[config.mk]
export PLATFORM = sky130hd
export DESIGN_NAME = pilot_framed_receiver_crc16_unit_flat
export DESIGN_NICKNAME = d
export VERILOG_FILES = /design/src/pfr_pkg.sv /design/src/pfr_if.sv /design/src/pfr_csr.sv /design/src/pfr_core.sv /design/src/pilot_framed_receiver_crc16_unit.sv /design/src/flat_wrapper.sv
export SDC_FILE = /design/constraint.sdc
export NUM_CORES = 1
export LEC_CHECK = 0
export BUFFER_PORTS_ARGS = -buffer_cell sky130_fd_sc_hd__buf_2
export CORE_UTILIZATION = 34
export CTS_CLUSTER_DIAMETER = 100
export DETAILED_ROUTE_END_ITERATION = 8
export SETUP_SLACK_MARGIN = 0.02
export SYNTH_ARGS = -nofsm -noshare
export SYNTH_HDL_FRONTEND = slang
export SYNTH_HIERARCHICAL = 1
export SYNTH_SLANG_ARGS = --single-unit
[constraint.sdc]
create_clock -name clock -period 6 [get_ports clock]
set_input_delay 1.2 -clock clock [delete_from_list [all_inputs] [get_ports clock]]
set_output_delay 1.2 -clock clock [all_outputs]
set_load 0.1 [all_outputs]
[src/pfr_pkg.sv]
// Shared types, constants and the CRC-16 byte update for the framed receiver.
`timescale 1ns / 1ps

package pfr_pkg;

   localparam int MAX_FRAME_DEFAULT = 64;

   localparam logic [15:0] CRC_INIT = 16'hFFFF;
   localparam logic [15:0] CRC_POLY = 16'hA001;

   localparam logic [7:0] START_MARKER_RESET = 8'd170;
   localparam logic [7:0] END_MARKER_RESET   = 8'd85;

   // configuration port: two 32-bit registers at byte addresses 0 and 4
   localparam int CSR_ADDR_W = 3;
   localparam int CSR_DATA_W = 32;
   localparam logic CSR_IDX_START = 1'b0;
   localparam logic CSR_IDX_END   = 1'b1;

   typedef enum logic [2:0] {
      ST_OK      = 3'd0,
      ST_NO_END  = 3'd1,
      ST_COMPL   = 3'd2,
      ST_CRC     = 3'd3,
      ST_LONG    = 3'd4
   } frame_status_type;

   typedef struct packed {
      logic [7:0] start_marker;
      logic [7:0] end_marker;
   } pfr_cfg_type;

   typedef struct packed {
      frame_status_type frame_status;
      logic [7:0]       seq_number;
      logic [7:0]       command_code;
      logic [7:0]       payload_length;
      logic [7:0]       first_payload;
   } pfr_result_type;

   // Modbus CRC-16, reflected, one byte LSB first
   function automatic logic [15:0] crc16_byte(input logic [15:0] crc, input logic [7:0] b);
      logic [15:0] c;
      c = crc ^ {8'h00, b};
      for (int k = 0; k < 8; k++) begin
         c = c[0] ? ((c >> 1) ^ CRC_POLY) : (c >> 1);
      end
      return c;
   endfunction

endpackage

[src/pfr_if.sv]
// Request and response channel interfaces of the framed receiver.
`timescale 1ns / 1ps

interface pfr_req_if;
   logic       valid;
   logic       ready;
   logic [7:0] rx_data;

   modport source (output valid, output rx_data, input ready);
   modport sink   (input valid, input rx_data, output ready);
endinterface

interface pfr_rsp_if;
   import pfr_pkg::*;
   logic             valid;
   logic             ready;
   frame_status_type frame_status;
   logic [7:0]       seq_number;
   logic [7:0]       command_code;
   logic [7:0]       payload_length;
   logic [7:0]       first_payload;

   modport source (output valid, output frame_status, output seq_number,
                   output command_code, output payload_length, output first_payload,
                   input ready);
   modport sink   (input valid, input frame_status, input seq_number,
                   input command_code, input payload_length, input first_payload,
                   output ready);
endinterface

[src/pfr_csr.sv]
// APB-style register file holding the start and end marker bytes.
`timescale 1ns / 1ps

module pfr_csr
   import pfr_pkg::*;
(
   input  logic                  clock,
   input  logic                  reset,
   input  logic                  psel,
   input  logic                  penable,
   input  logic                  pwrite,
   input  logic [CSR_ADDR_W-1:0] paddr,
   input  logic [CSR_DATA_W-1:0] pwdata,
   output logic [CSR_DATA_W-1:0] prdata,
   output logic                  pready,
   output pfr_cfg_type           cfg
);

   logic [7:0] start_marker_ff, start_marker_in;
   logic [7:0] end_marker_ff, end_marker_in;
   logic       wr_en;

   assign pready = 1'b1;
   assign wr_en  = psel && penable && pwrite && pready;

   always_comb begin
      start_marker_in = start_marker_ff;
      end_marker_in   = end_marker_ff;
      prdata          = '0;
      unique case (paddr[2])
         CSR_IDX_START: begin
            prdata = {{(CSR_DATA_W-8){1'b0}}, start_marker_ff};
            if (wr_en) start_marker_in = pwdata[7:0];
         end
         CSR_IDX_END: begin
            prdata = {{(CSR_DATA_W-8){1'b0}}, end_marker_ff};
            if (wr_en) end_marker_in = pwdata[7:0];
         end
         default: prdata = '0;
      endcase
   end

   always_ff @(posedge clock) begin
      if (reset) begin
         start_marker_ff <= START_MARKER_RESET;
         end_marker_ff   <= END_MARKER_RESET;
      end else begin
         start_marker_ff <= start_marker_in;
         end_marker_ff   <= end_marker_in;
      end
   end

   assign cfg.start_marker = start_marker_ff;
   assign cfg.end_marker   = end_marker_ff;

endmodule

[src/pfr_core.sv]
// Frame tracker: byte position, held header fields and running CRC.
`timescale 1ns / 1ps

module pfr_core
   import pfr_pkg::*;
#(
   parameter int MAX_FRAME = MAX_FRAME_DEFAULT
) (
   input  logic           clock,
   input  logic           reset,
   input  pfr_cfg_type    cfg,
   input  logic           step,
   input  logic [7:0]     rx_byte,
   output logic           emit,
   output pfr_result_type result
);

   localparam int POS_W = $clog2(MAX_FRAME + 1);
   localparam int CW    = (POS_W > 9) ? POS_W + 1 : 10;

   logic [POS_W-1:0] pos_ff, pos_in;
   logic [15:0]      crc_ff, crc_in;
   logic [7:0]       seq_ff, seq_in;
   logic [7:0]       cmd_ff, cmd_in;
   logic             compl_ff, compl_in;
   logic [7:0]       len_ff, len_in;
   logic [7:0]       first_ff, first_in;
   logic [7:0]       crc_lo_ff, crc_lo_in;

   logic [CW-1:0]    idx, len_w;
   logic [15:0]      crc_next;
   frame_status_type status;

   assign idx      = CW'(pos_ff);
   assign len_w    = CW'(len_ff);
   assign crc_next = crc16_byte(crc_ff, rx_byte);

   always_comb begin
      pos_in    = pos_ff;
      crc_in    = crc_ff;
      seq_in    = seq_ff;
      cmd_in    = cmd_ff;
      compl_in  = compl_ff;
      len_in    = len_ff;
      first_in  = first_ff;
      crc_lo_in = crc_lo_ff;
      emit      = 1'b0;
      status    = ST_OK;
      if (step) begin
         if (rx_byte == cfg.start_marker) begin
            // a start byte always reopens the frame
            pos_in    = POS_W'(1);
            crc_in    = CRC_INIT;
            seq_in    = '0;
            cmd_in    = '0;
            compl_in  = 1'b0;
            len_in    = '0;
            first_in  = '0;
            crc_lo_in = '0;
         end else if (pos_ff == '0) begin
            // idle byte: drop
         end else if (pos_ff >= POS_W'(MAX_FRAME)) begin
            emit   = 1'b1;
            status = ST_LONG;
            pos_in = '0;
         end else begin
            pos_in = pos_ff + POS_W'(1);
            if (idx <= CW'(4)) begin
               case (pos_ff[2:0])
                  3'd1:    seq_in   = rx_byte;
                  3'd2:    cmd_in   = rx_byte;
                  3'd3:    compl_in = (rx_byte == ~cmd_ff);
                  default: len_in   = rx_byte;
               endcase
               crc_in = crc_next;
            end else if (idx <= len_w + CW'(4)) begin
               if (idx == CW'(5)) first_in = rx_byte;
               crc_in = crc_next;
            end else if (idx == len_w + CW'(5)) begin
               crc_lo_in = rx_byte;
            end else if (idx == len_w + CW'(6)) begin
               crc_in = crc_ff ^ {rx_byte, crc_lo_ff};
            end else begin
               emit   = 1'b1;
               pos_in = '0;
               if (rx_byte != cfg.end_marker) status = ST_NO_END;
               else if (!compl_ff)             status = ST_COMPL;
               else if (crc_ff != '0)          status = ST_CRC;
               else                            status = ST_OK;
            end
         end
      end
   end

   always_ff @(posedge clock) begin
      if (reset) begin
         pos_ff    <= '0;
         crc_ff    <= CRC_INIT;
         seq_ff    <= '0;
         cmd_ff    <= '0;
         compl_ff  <= 1'b0;
         len_ff    <= '0;
         first_ff  <= '0;
         crc_lo_ff <= '0;
      end else begin
         pos_ff    <= pos_in;
         crc_ff    <= crc_in;
         seq_ff    <= seq_in;
         cmd_ff    <= cmd_in;
         compl_ff  <= compl_in;
         len_ff    <= len_in;
         first_ff  <= first_in;
         crc_lo_ff <= crc_lo_in;
      end
   end

   assign result.frame_status   = status;
   assign result.seq_number     = seq_ff;
   assign result.command_code   = cmd_ff;
   assign result.payload_length = len_ff;
   assign result.first_payload  = (len_ff != '0) ? first_ff : 8'h00;

endmodule

[src/pilot_framed_receiver_crc16_unit.sv]
// Top level of the framed receiver: input register, frame tracker, result register.
//
//   channel   direction  handshake          payload
//   req_chan  in         valid/ready        rx_data
//   rsp_chan  out        valid/ready        frame_status, seq_number, command_code,
//                                           payload_length, first_payload
//   csr       in         APB psel/penable   start_marker, end_marker
//
// One byte per cycle sustained unless rsp_chan stalls; a byte's report passes the
// input register, then the result register fed by the combinational CRC and
// position logic. Reset is synchronous and needs no clearing pass.
// A stalled result register holds the input register, which then holds req_chan.
`timescale 1ns / 1ps

module pilot_framed_receiver_crc16_unit
   import pfr_pkg::*;
#(
   parameter int MAX_FRAME = MAX_FRAME_DEFAULT
) (
   input  logic                  clock,
   input  logic                  reset,
   pfr_req_if.sink               req_chan,
   pfr_rsp_if.source             rsp_chan,
   input  logic                  psel,
   input  logic                  penable,
   input  logic                  pwrite,
   input  logic [CSR_ADDR_W-1:0] paddr,
   input  logic [CSR_DATA_W-1:0] pwdata,
   output logic [CSR_DATA_W-1:0] prdata,
   output logic                  pready
);

   pfr_cfg_type    cfg;
   logic           in_valid_ff, in_valid_in;
   logic [7:0]     in_data_ff, in_data_in;
   logic           out_valid_ff, out_valid_in;
   pfr_result_type out_data_ff, out_data_in;
   logic           advance, take, emit;
   pfr_result_type result;

   pfr_csr u_csr (
      .clock   (clock),
      .reset   (reset),
      .psel    (psel),
      .penable (penable),
      .pwrite  (pwrite),
      .paddr   (paddr),
      .pwdata  (pwdata),
      .prdata  (prdata),
      .pready  (pready),
      .cfg     (cfg)
   );

   pfr_core #(.MAX_FRAME(MAX_FRAME)) u_core (
      .clock   (clock),
      .reset   (reset),
      .cfg     (cfg),
      .step    (advance),
      .rx_byte (in_data_ff),
      .emit    (emit),
      .result  (result)
   );

   // advance the held request whenever the result register is free or draining
   assign advance        = in_valid_ff && (!out_valid_ff || rsp_chan.ready);
   assign req_chan.ready = !in_valid_ff || advance;
   assign take           = req_chan.valid && req_chan.ready;

   always_comb begin
      in_valid_in  = in_valid_ff;
      in_data_in   = in_data_ff;
      out_valid_in = out_valid_ff;
      out_data_in  = out_data_ff;
      if (take) begin
         in_valid_in = 1'b1;
         in_data_in  = req_chan.rx_data;
      end else if (advance) begin
         in_valid_in = 1'b0;
      end
      if (advance) begin
         out_valid_in = emit;
         if (emit) out_data_in = result;
      end else if (rsp_chan.ready) begin
         out_valid_in = 1'b0;
      end
   end

   always_ff @(posedge clock) begin
      if (reset) begin
         in_valid_ff  <= 1'b0;
         out_valid_ff <= 1'b0;
      end else begin
         in_valid_ff  <= in_valid_in;
         out_valid_ff <= out_valid_in;
      end
   end

   always_ff @(posedge clock) begin
      in_data_ff  <= in_data_in;
      out_data_ff <= out_data_in;
   end

   assign rsp_chan.valid          = out_valid_ff;
   assign rsp_chan.frame_status   = out_data_ff.frame_status;
   assign rsp_chan.seq_number     = out_data_ff.seq_number;
   assign rsp_chan.command_code   = out_data_ff.command_code;
   assign rsp_chan.payload_length = out_data_ff.payload_length;
   assign rsp_chan.first_payload  = out_data_ff.first_payload;

endmodule
[src/flat_wrapper.sv]
// flat-port wrapper written by rule: the top's interface ports become plain ports
module pilot_framed_receiver_crc16_unit_flat import pfr_pkg::*;
#(
   parameter int MAX_FRAME = MAX_FRAME_DEFAULT
)
  (clock, reset, psel, penable, pwrite, paddr, pwdata, prdata, pready, req_chan_valid, req_chan_rx_data, req_chan_ready, rsp_chan_valid, rsp_chan_frame_status, rsp_chan_seq_number, rsp_chan_command_code, rsp_chan_payload_length, rsp_chan_first_payload, rsp_chan_ready);
  pfr_req_if req_chan_i ();
  pfr_rsp_if rsp_chan_i ();
  input  logic clock;
  input  logic reset;
  input  logic psel;
  input  logic penable;
  input  logic pwrite;
  input  logic [CSR_ADDR_W-1:0] paddr;
  input  logic [CSR_DATA_W-1:0] pwdata;
  output logic [CSR_DATA_W-1:0] prdata;
  output logic pready;
  input wire logic [$bits(req_chan_i.valid)-1:0] req_chan_valid;
  input wire logic [$bits(req_chan_i.rx_data)-1:0] req_chan_rx_data;
  output wire logic [$bits(req_chan_i.ready)-1:0] req_chan_ready;
  output wire logic [$bits(rsp_chan_i.valid)-1:0] rsp_chan_valid;
  output wire logic [$bits(rsp_chan_i.frame_status)-1:0] rsp_chan_frame_status;
  output wire logic [$bits(rsp_chan_i.seq_number)-1:0] rsp_chan_seq_number;
  output wire logic [$bits(rsp_chan_i.command_code)-1:0] rsp_chan_command_code;
  output wire logic [$bits(rsp_chan_i.payload_length)-1:0] rsp_chan_payload_length;
  output wire logic [$bits(rsp_chan_i.first_payload)-1:0] rsp_chan_first_payload;
  input wire logic [$bits(rsp_chan_i.ready)-1:0] rsp_chan_ready;
  assign req_chan_i.valid = req_chan_valid;
  assign req_chan_i.rx_data = req_chan_rx_data;
  assign req_chan_ready = req_chan_i.ready;
  assign rsp_chan_valid = rsp_chan_i.valid;
  assign rsp_chan_frame_status = rsp_chan_i.frame_status;
  assign rsp_chan_seq_number = rsp_chan_i.seq_number;
  assign rsp_chan_command_code = rsp_chan_i.command_code;
  assign rsp_chan_payload_length = rsp_chan_i.payload_length;
  assign rsp_chan_first_payload = rsp_chan_i.first_payload;
  assign rsp_chan_i.ready = rsp_chan_ready;
  pilot_framed_receiver_crc16_unit #(.MAX_FRAME(MAX_FRAME)) u_core (.clock(clock), .reset(reset), .req_chan(req_chan_i), .rsp_chan(rsp_chan_i), .psel(psel), .penable(penable), .pwrite(pwrite), .paddr(paddr), .pwdata(pwdata), .prdata(prdata), .pready(pready));
endmodule
==> flow_summary.toml, run 1 <==
[drt]
vias_per_cell = 4.937
drc = 0
dr.pass1.iters = 5
ant_nets = 0
via_count = 4853
drt_iter0_drc = 341
wirelength_um = 15350
post_drt_wl_per_cell_um = 15.62

[grt]
antenna_found_initial = 0
grt_pass1_wl_um = 24470
grt-ovfl-total = 0
grt_pass1_vias = 4541
grt_max_degree = 53
grt_usage_pct = 15.99

[timing]
hold_viol = 0
min_period_over_period_pct = 75.20
maxSlewViolCount = 0
fin_crit_ps = 4512
fin_tns_setup_ps = 0
worst_pin_slew_ps = 1105
timing.final.ws_setup_ps = 1488
max_freq_ghz = 0.2216
worst_hold_slack_ps = 439.7
relSlewSlack_pct = 25.71
rsz0062_at_grt = "no"
setup_viol = 0
clock_skew_ps = 8.117

[clocking]
cts_tree = "done"
htreeDepth = 4
clock_latency_ps = 420
post_cts_buffers = 0
clkTransAtPathRegs_ps = 60
clock_sinks = 125
ctsResizeCount = 0
hold_buffers = 0
cts_buffers = 17
cts_root_buffer = "clkbuf_16"
clockBufferDepth = 2

[floorplanning]
dieArea_um2 = 20040
fp-row-count = 50
die_height_um = 141.6
initial_core_util_pct = 35.06
die_x_um = 141.6
core_area_um2 = 18890
io_pins = 120

[setup_path]
criticalPathCategory = "reg2reg"
cp_max_fo = 35
critPathRequiredTime_ps = 6040
end_kind = "flip-flop"
regToRegStartpoint = "u_core/u_core/len_ff[3]$_SDFFE_PP0P_"
cp-startpoint = "u_core/u_core/len_ff[3]$_SDFFE_PP0P_"
critical_path.startpoint_type = "flip-flop"
arrival_ps = 4550

[synth]
async_flop_share_pct = 0
synth_compound_area_share_pct = 11.96
ys.flop_type = "dfxtp_1"
synth_cell_types = 62
yosys_warnings = 6
ys_seq_area_share_pct = 44.28
avgSynthCellArea_um2 = 10.04
yosys.area_share.simple_pct = 15.22
synthCells = 660
synth_xor_area_share_pct = 9.142
synth_top_family_by_area = "simple AND/OR/NAND/NOR gates"
synthAdderAreaFrac_pct = 3.589
synth_area_um2 = 6624
synth_mux_area_share_pct = 8.765
ys_ff_latch = 125
synth_edf_count = 43

[power]
power_density_nw_per_um2 = 273.9
power_mw = 2.074
p_leak_nw = 3.124
irDropWorstVdd_uv = 246.4

[placement]
dp_hpwl_um = 10430
gp_congestion = 0.8195
post-place-ws_ps = 1533
port_buffers = 68
dpl-instance-area_um2 = 7007

[status]
status = "finished clean"

[final_layout]
layout-drive-gt1-share_pct = 17.15
fin_nets = 779
stdcell_area_um2 = 7571
antenna_cells = 0
syn2layout_area_growth_pct = 14.30

[min_path]
min-delay-path-class = "reg2reg"
hold_start = "u_core/u_core/seq_ff[5]$_SDFFE_PP0P_"

[flow_run]
max-cap-violations = 0
-- sequential cells by signal, indices dropped and copies added, names as in the netlist --
register and cells:
u_core/u_core/crc_ff 16, u_core/in_data_ff 8, u_core/rsp_chan.command_code 8, u_core/rsp_chan.first_payload 8, u_core/rsp_chan.payload_length 8, u_core/rsp_chan.seq_number 8
u_core/u_core/cmd_ff 8, u_core/u_core/crc_lo_ff 8, u_core/u_core/first_ff 8, u_core/u_core/len_ff 8, u_core/u_core/seq_ff 8, u_core/u_csr/end_marker_ff 8
u_core/u_csr/start_marker_ff 8, u_core/u_core/pos_ff 7, u_core/rsp_chan.frame_status 3, u_core/in_valid_ff 1, u_core/rsp_chan.valid 1, u_core/u_core/compl_ff 1
-- final cells by class --
class | count | area [um^2]
fill | 1892 | 11320
multi-input combinational | 478 | 3326
sequential | 125 | 2933
clock buffer | 18 | 429.2
timing repair buffer | 70 | 355.3
tap | 260 | 325.3
clock inverter | 14 | 135.1
inverter | 18 | 67.56
-- report_power, final --
part           switching (mW)  total (mW)  internal, mW
Combinational           0.150       0.199        0.0490
Clock                   0.408       0.983         0.576
Sequential             0.0137       0.891         0.878
Total                   0.571        2.07          1.50
-- worst max-delay path, cell delays in order (launching register included) --
cell and delay [ps]:
dfxtp_1 530, ha_1 320, nand3_1 120, xnor2_1 220, ha_1 290, nand4_1 140
a2bb2oi_1 170, nand3_1 170, nor2_1 150, buf_4 300, nand3_1 370, a21oi_1 390
nand2_1 160, nor2b_4 780
-- cell usage after synthesis (14+ instances only) --
master / count / area [um^2]
nand2_1: 14 / 52.55
o21ai_0: 25 / 125.1
nand2b_1: 18 / 112.6
inv_1: 18 / 67.56
a21oi_1: 16 / 80.08
and2_1: 21 / 131.4
mux2i_1: 49 / 490.5
ha_1: 19 / 237.7
edfxtp_1: 43 / 1291
xnor2_1: 27 / 236.5
xor2_1: 34 / 297.8
clkbuf_1: 14 / 52.55
nor2_1: 91 / 341.6
buf_4: 27 / 202.7
buf_2: 16 / 80.08
dfxtp_1: 82 / 1642
-- stage by stage --
step / utilization [%] / instances
2_1_floorplan: - / 683
3_3_place_gp: 37.09 / 951
3_5_place_dp: 37.09 / 951
4_1_cts: 40.07 / 983
5_1_grt: 40.07 / 983
6_report: 40.07 / 983
-- path summary, 6_finish.rpt --
| kind | end | slack [ps] | cells after the start |
|---|---|---|---|
| setup / recovery | u_core/rsp_chan.payload_length[2]$_DFFE_PP_ | 1490 | 13 |
| hold / removal | u_core/rsp_chan.seq_number[5]$_DFFE_PP_ | 440 | 0 |
| setup reg to reg | u_core/rsp_chan.payload_length[2]$_DFFE_PP_ | 1490 | 13 |
| hold reg to reg | u_core/rsp_chan.seq_number[5]$_DFFE_PP_ | 440 | 0 |
-- per-layer routing --
metal  share of wire (%)  track usage [%]  up-vias
li1                    -                -     2377
met4                 1.4            6.452        0
met2                  45            24.89      163
met1                  48            21.28     2297
met5                   0                0        -
met3                 5.2            3.814       16
-- cell families (layout without fill, tap and decap cells) --
group                      after synthesis  after routing
adders and majority gates               19             19
DFF                                    125            125
other                                    2             25
AOI/OAI and AO/OA                      113            113
xor gates and xnor gates                65             65
and+or+nand+nor                        199            199
buffers and inverters                   80            120
muxes                                   57             57
-- cells in the final DEF (no fill, tap or decap), types with 14 or more instances in the layout --
cell type   n
a21oi_1    16
xnor2_1    27
ha_1       19
xor2_1     34
clkbuf_16  17
dfxtp_1    82
nand2b_1   18
inv_1      18
o21ai_0    25
buf_2      68
and2_1     21
conb_1     25
mux2i_1    49
nand2_1    14
nor2_1     91
edfxtp_1   43
No activity file was read; power rests on OpenSTA's default activity.
==> inputs of run 2 (changes only) <==
--- a/config.mk
+++ b/config.mk
@@ -5,6 +5,7 @@
 export SDC_FILE = /design/constraint.sdc
 export NUM_CORES = 1
 export LEC_CHECK = 0
+export ABC_AREA = 1
 export BUFFER_PORTS_ARGS = -buffer_cell sky130_fd_sc_hd__buf_2
 export CORE_UTILIZATION = 34
 export CTS_CLUSTER_DIAMETER = 100
==> constraint.sdc (replaced) <==
create_clock -name clock -period 4.2 [get_ports clock]
set_input_delay 0.84 -clock clock [delete_from_list [all_inputs] [get_ports clock]]
set_output_delay 0.84 -clock clock [all_outputs]
set_load 0.1 [all_outputs]
==> run 2 against run 1 <==
Compared with the run above: sequential share of layout area fell by 3.2 points; clock power rose by 60%; die area is 8.7% higher; first-iteration DRC count is 23% higher; area after synthesis is 8.8% higher; via count grew 27%; flip-flop and latch count is the same; final area up 9.0%; count of clock-buffer cells in the layout is 1 lower.
==> flow_summary.toml, run 2 <==
[setup_path]
regToRegStartpoint = "u_core/u_core/len_ff[2]$_SDFFE_PP0P_"
arrival_ps = 3770
worstRegToRegCells = 17
path_cells = "ha_1 > inv_1 > nor2_1 > xor2_1 > ha_1 > nand2_1 > nor2_1 > nand3b_1 > nand2_1 > nor2_2 > nand3_4 > nor2_4 > nand3_2 > a21boi_0 > inv_1 > nor2_4 > buf_12"
path_depth = 17
crit_buf_inv = 3
criticalPathCategory = "reg2reg"
cpMaxStageDelayCell = "dfxtp_1"
critical_path.startpoint_type = "flip-flop"
end_kind = "flip-flop"
crit_family = "simple AND/OR/NAND/NOR gates"
r2r-end = "u_core/rsp_chan.command_code[6]$_DFFE_PP_"
slowest_delay_ps = 470
r2r_slack_ps = 540
critPathRequiredTime_ps = 4310
cp_max_fo = 35

[floorplanning]
dieArea_um2 = 21790
die_height_um = 147.6
initial_core_util_pct = 35.18
core_area_um2 = 20490
io_pins = 120
die_x_um = 147.6
fp-row-count = 52

[grt]
grt_max_degree = 36
grt_pass1_wl_um = 29550
grt_pass1_vias = 5574
grt_usage_pct = 17.49
antenna_found_initial = 0
grt-ovfl-total = 0

[final_layout]
multi_input_area_um2 = 3580
antenna_cells = 0
n_fill_cell = 2124
fin_nets = 1088
final_common_cell = "nand2_1"
layout-drive-gt1-share_pct = 15.31
largest_reg_flops = 16
fin_cells = 1302
regMostFlops = "u_core/u_core/crc_ff"
seqCellArea_um2 = 2933
layout.cells.most_common_list = "nand2_1, inv_1, nand3_1"
syn2layout_area_growth_pct = 14.44
fin_util_pct = 40.26

[clocking]
cts_tree = "done"
clock_sinks = 125
cts_buffers = 17
hold_buffers = 0
clockBufferDepth = 2
clock_latency_ps = 420
clkTransAtPathRegs_ps = 60
post_cts_buffers = 0
cts_root_buffer = "clkbuf_16"
htreeDepth = 4
ctsResizeCount = 0

[placement]
dp_hpwl_um = 13230
gp_congestion = 0.8764
port_buffers = 68
placedCellCount = 1270

[min_path]
min_delay_path_depth = 0
hold_end = "u_core/rsp_chan.seq_number[2]$_DFFE_PP_"
hold_start = "u_core/u_core/seq_ff[2]$_SDFFE_PP0P_"
min-delay-path-class = "reg2reg"

[synth]
synth_area_um2 = 7209
synth_most_common_cell = "nand2_1"
synth_cell_types = 46
yosys_warnings = 6
synth_edf_count = 43
ys.flop_type = "dfxtp_1"
ys_seq_area_share_pct = 40.68
ys_top_cells_by_count = "nand2_1, inv_1, nand3_1"
avgSynthCellArea_um2 = 7.502
async_flop_share_pct = 0
synth_top_area_share_pct = 22.77
synth.top_cells.by_area = "dfxtp_1, edfxtp_1, nand2_1"
ys_ff_latch = 125
yosysTopAreaCell = "dfxtp_1"
synthCells = 961

[drt]
drt_iter0_drc = 420
wirelength_um = 18200
via_count = 6158
dr.pass1.iters = 5
ant_nets = 0
post_drt_wl_per_cell_um = 13.98
drc = 0
vias_per_cell = 4.730

[timing]
relSlewSlack_pct = 63.49
min_period_over_period_pct = 87.08
fin_tns_setup_ps = 0
max_freq_ghz = 0.2734
fin_crit_ps = 3657
clock_skew_ps = 7.929
hold_viol = 0
rsz0062_at_grt = "no"
maxSlewViolCount = 0
worst_pin_slew_ps = 545.6
setup_viol = 0

[power]
p_leak_nw = 3.961
power_density_nw_per_um2 = 387.2
power_mw = 3.195
irDropWorstVdd_uv = 257.6

[status]
status = "finished clean"

[flow_run]
max-cap-violations = 0
run 2: changes by cell type after synthesis, sizes merged, moves of 12 or more:
cell and change:
inv +83, nand2b -18, a21oi +31, a2bb2oi -12
a31oi -13, nand3 +77, and2 -22, nand2 +272
mux2i -49
run 2: logic make-up (layout without fill, tap and decap cells):
logic type,count (synthesis),in the layout,share of synthesized area (%)
AO/OA/AOI/OAI,97,97,7.428
XOR/XNOR,50,50,6.074
adder cells (fa/ha/maj),19,19,3.297
buffers and inverters,159,207,10.97
flip-flops,125,125,40.68
other,2,25,0.1042
AND/OR/NAND/NOR,509,509,31.45
run 2: final cells by class:
| class | instances | share of cell area [%] |
|---|---|---|
| timing repair buffer | 72 | 4.641 |
| sequential | 125 | 35.55 |
| multi-input combinational | 700 | 43.39 |
| clock buffer | 17 | 5.156 |
| inverter | 103 | 4.747 |
| clock inverter | 15 | 2.426 |
| tap | 270 | 4.095 |
run 2: power breakdown:
part           switching (mW)  internal (mW)
Combinational           0.269         0.0695
Sequential             0.0284           1.26
Clock                   0.613          0.957
Total                   0.910           2.28
run 2: layer usage:
metal | track usage, % | vias to the layer above | routed length (um)
met2 | 27.97 | 164 | 8490
met4 | 6.495 | 0 | 350
met3 | 3.580 | 20 | 879
met1 | 23.23 | 2816 | 8480
li1 | - | 3158 | -
met5 | 0 | - | 0
run 2: how the worst max path moves through the flow:
stage,endpoint,startpoint
3_3_place_gp,u_core/rsp_chan.command_code[6]$_DFFE_PP_,u_core/u_core/len_ff[3]$_SDFFE_PP0P_
2_1_floorplan,u_core/rsp_chan.command_code[0]$_DFFE_PP_,u_core/u_core/len_ff[3]$_SDFFE_PP0P_
6_report,u_core/rsp_chan.command_code[6]$_DFFE_PP_,u_core/u_core/len_ff[2]$_SDFFE_PP0P_
4_1_cts,u_core/rsp_chan.command_code[6]$_DFFE_PP_,u_core/u_core/len_ff[2]$_SDFFE_PP0P_
3_5_place_dp,u_core/rsp_chan.command_code[3]$_DFFE_PP_,u_core/u_core/len_ff[2]$_SDFFE_PP0P_
5_1_grt,u_core/rsp_chan.command_code[6]$_DFFE_PP_,u_core/u_core/len_ff[2]$_SDFFE_PP0P_
run 2: metrics by stage:
step / worst slack [ps] / hold WS (ps) / instance area, um^2
global placement: 593.2 / 424.8 / 7625
global route: 213.4 / 461.5 / 8250
floorplan: 467.6 / 402.9 / 7298
detailed placement: 596.4 / 427.7 / 7625
finish: 542.8 / 441.9 / 8250
CTS: 569.7 / 444.0 / 8250
==> inputs of run 3 (changes only) <==
==> constraint.sdc (replaced) <==
create_clock -name clock -period 4.5 [get_ports clock]
set_input_delay 0.9 -clock clock [delete_from_list [all_inputs] [get_ports clock]]
set_output_delay 0.9 -clock clock [all_outputs]
set_load 0.1 [all_outputs]
==> run 3 against run 2 <==
Compared with the run above: clock skew is essentially flat; hold slack lost 8.5 ps; utilization shrank 0.48 points; sequential power shrank 7%; combinational power shrank 6.5%; critical path depth is the same; maximum frequency shrank 6.0%; flip-flop and latch count is the same.
==> flow_summary.toml, run 3 (synthesis results as in run 2) <==
[final_layout]
fin_nets = 1088
regMostFlops = "u_core/u_core/crc_ff"
layout-drive-gt1-share_pct = 15.21
antenna_cells = 0
layout.cells.most_common_list = "nand2_1, inv_1, nand3_1"
largest_reg_flops = 16
final_common_cell = "nand2_1"
stdcell_area_um2 = 8152
syn2layout_area_growth_pct = 13.07

[power]
p_leak_nw = 3.911
p_sw_mw = 0.8301
power_frac_comb_pct = 11.4
p_clk_share_pct = 45.4
power_density_nw_per_um2 = 341.2
sw_frac_of_total_pct = 29.85
power_mw = 2.781
p_seq_share_pct = 43.2
irDropWorstVdd_uv = 251.4
internal-power_mw = 1.951

[grt]
grt-ovfl-total = 0
grt_util_met2_pct = 27.36
grt_pass1_vias = 5446
met1_usage_pct = 23.01
grt_pass1_wl_um = 28980
antenna_found_initial = 0
busiest_layer = "met2"
use_met3_pct = 3.796
grt_usage_pct = 17.15
grt_max_degree = 36

[placement]
port_buffers = 68
dp_hpwl_um = 13230
dpl-instance-area_um2 = 7612
gp_congestion = 0.9200
post-place-ws_ps = 675.1

[min_path]
min_delay_path_depth = 0
min-delay-path-class = "reg2reg"

[floorplanning]
io_pins = 120
core_area_um2 = 20490
dieArea_um2 = 21790
initial_core_util_pct = 35.18
fp-row-count = 52
die_x_um = 147.6
die_height_um = 147.6

[timing]
min_period_over_period_pct = 86.43
rsz0062_at_grt = "no"
relSlewSlack_pct = 60.90
setup_viol = 0
hold_viol = 0
fin_crit_ps = 3889
fin_tns_setup_ps = 0
worst_pin_slew_ps = 584.3
max_freq_ghz = 0.2571
worst_hold_slack_ps = 433.4
maxSlewViolCount = 0
timing.final.ws_setup_ps = 610.6
clock_skew_ps = 7.897

[drt]
ant_nets = 0
via_count = 6175
wirelength_um = 18310
vias_per_cell = 4.743
drc = 0
dr.pass1.iters = 5
post_drt_wl_per_cell_um = 14.06
drt_iter0_drc = 352

[setup_path]
path_cells = "ha_1 > inv_1 > nor2_1 > xor2_1 > ha_1 > nand2_1 > nor2_1 > nand3b_1 > nand2_1 > nor2_2 > nand3_4 > nor2_4 > nand3_2 > a21boi_0 > inv_1 > nor2_4 > buf_4"
critPathRequiredTime_ps = 4560
arrival_ps = 3950
cp_max_fo = 35
cpMaxStageDelayCell = "dfxtp_1"
criticalPathCategory = "reg2reg"
critical_path.startpoint_type = "flip-flop"
end_kind = "flip-flop"
slowest_delay_ps = 470
worstRegToRegCells = 17

[clocking]
ctsResizeCount = 0
cts_tree = "done"
post_cts_buffers = 0
clock_sinks = 125
hold_buffers = 0
clockBufferDepth = 2
htreeDepth = 4
clock_latency_ps = 420
clkTransAtPathRegs_ps = 60
cts_root_buffer = "clkbuf_16"
cts_buffers = 17

[flow_run]
max-cap-violations = 0

[status]
status = "finished clean"
-- run 3: changes by cell type in the layout (fill, tap and decap cells not counted) --
cell        delta
clkinv_4       +1
bufinv_16      -3
buf_12         -1
clkinv_2       +2
buf_4          +1
inv_8          -3
clkbuf_1       +1
clkinvlp_4     +2
-- run 3: final cells by class --
cell class,count,area (um^2)
clock buffers,18,429.2
clock inverters,14,110.1
fillers,2173,12340
inverters,103,391.6
multi-input cells,700,3580
flip-flops and latches,125,2933
well taps,270,337.8
repair buffers,72,370.4
-- run 3: stage by stage --
stage	cells	utilization, %
floorplan	984	-
global placement	1270	37.14
detailed placement	1270	37.14
CTS	1302	39.77
global route	1302	39.77
finish	1302	39.77
-- run 3: metal layers --
metal  vias to the layer above  part of all wire, %
met4                         0                  1.8
li1                       3154                    -
met5                         -                    0
met1                      2838                   47
met3                        22                  4.7
met2                       161                   46
-- run 3: power by group through the flow --
stage	Sequential, mW	Clock, mW	Combinational (mW)
after floorplan	1.20	0	0.294
after global placement	1.23	0	0.312
after detailed placement	1.23	0	0.314
after CTS	1.20	1.29	0.315
after global routing	1.20	1.35	0.338
final	1.20	1.26	0.316
-- run 3: worst max-delay path, delay by kind of cell, from the launching register on --
family / cells / cell delay, ps
buf+inv: 3 / 600
fa+ha+maj: 2 / 570
flops: 1 / 470
xor+xnor: 1 / 170
simple gates: 10 / 1410
compound gates: 1 / 260
-- run 3: final timing paths --
kind	start	to	slack, ps
setup / recovery	u_core/u_core/len_ff[3]$_SDFFE_PP0P_	u_core/rsp_chan.command_code[6]$_DFFE_PP_	610
hold / removal	u_core/u_core/seq_ff[1]$_SDFFE_PP0P_	u_core/rsp_chan.seq_number[1]$_DFFE_PP_	430
setup reg to reg	u_core/u_core/len_ff[3]$_SDFFE_PP0P_	u_core/rsp_chan.command_code[6]$_DFFE_PP_	610
hold reg to reg	u_core/u_core/seq_ff[1]$_SDFFE_PP0P_	u_core/rsp_chan.seq_number[1]$_DFFE_PP_	430
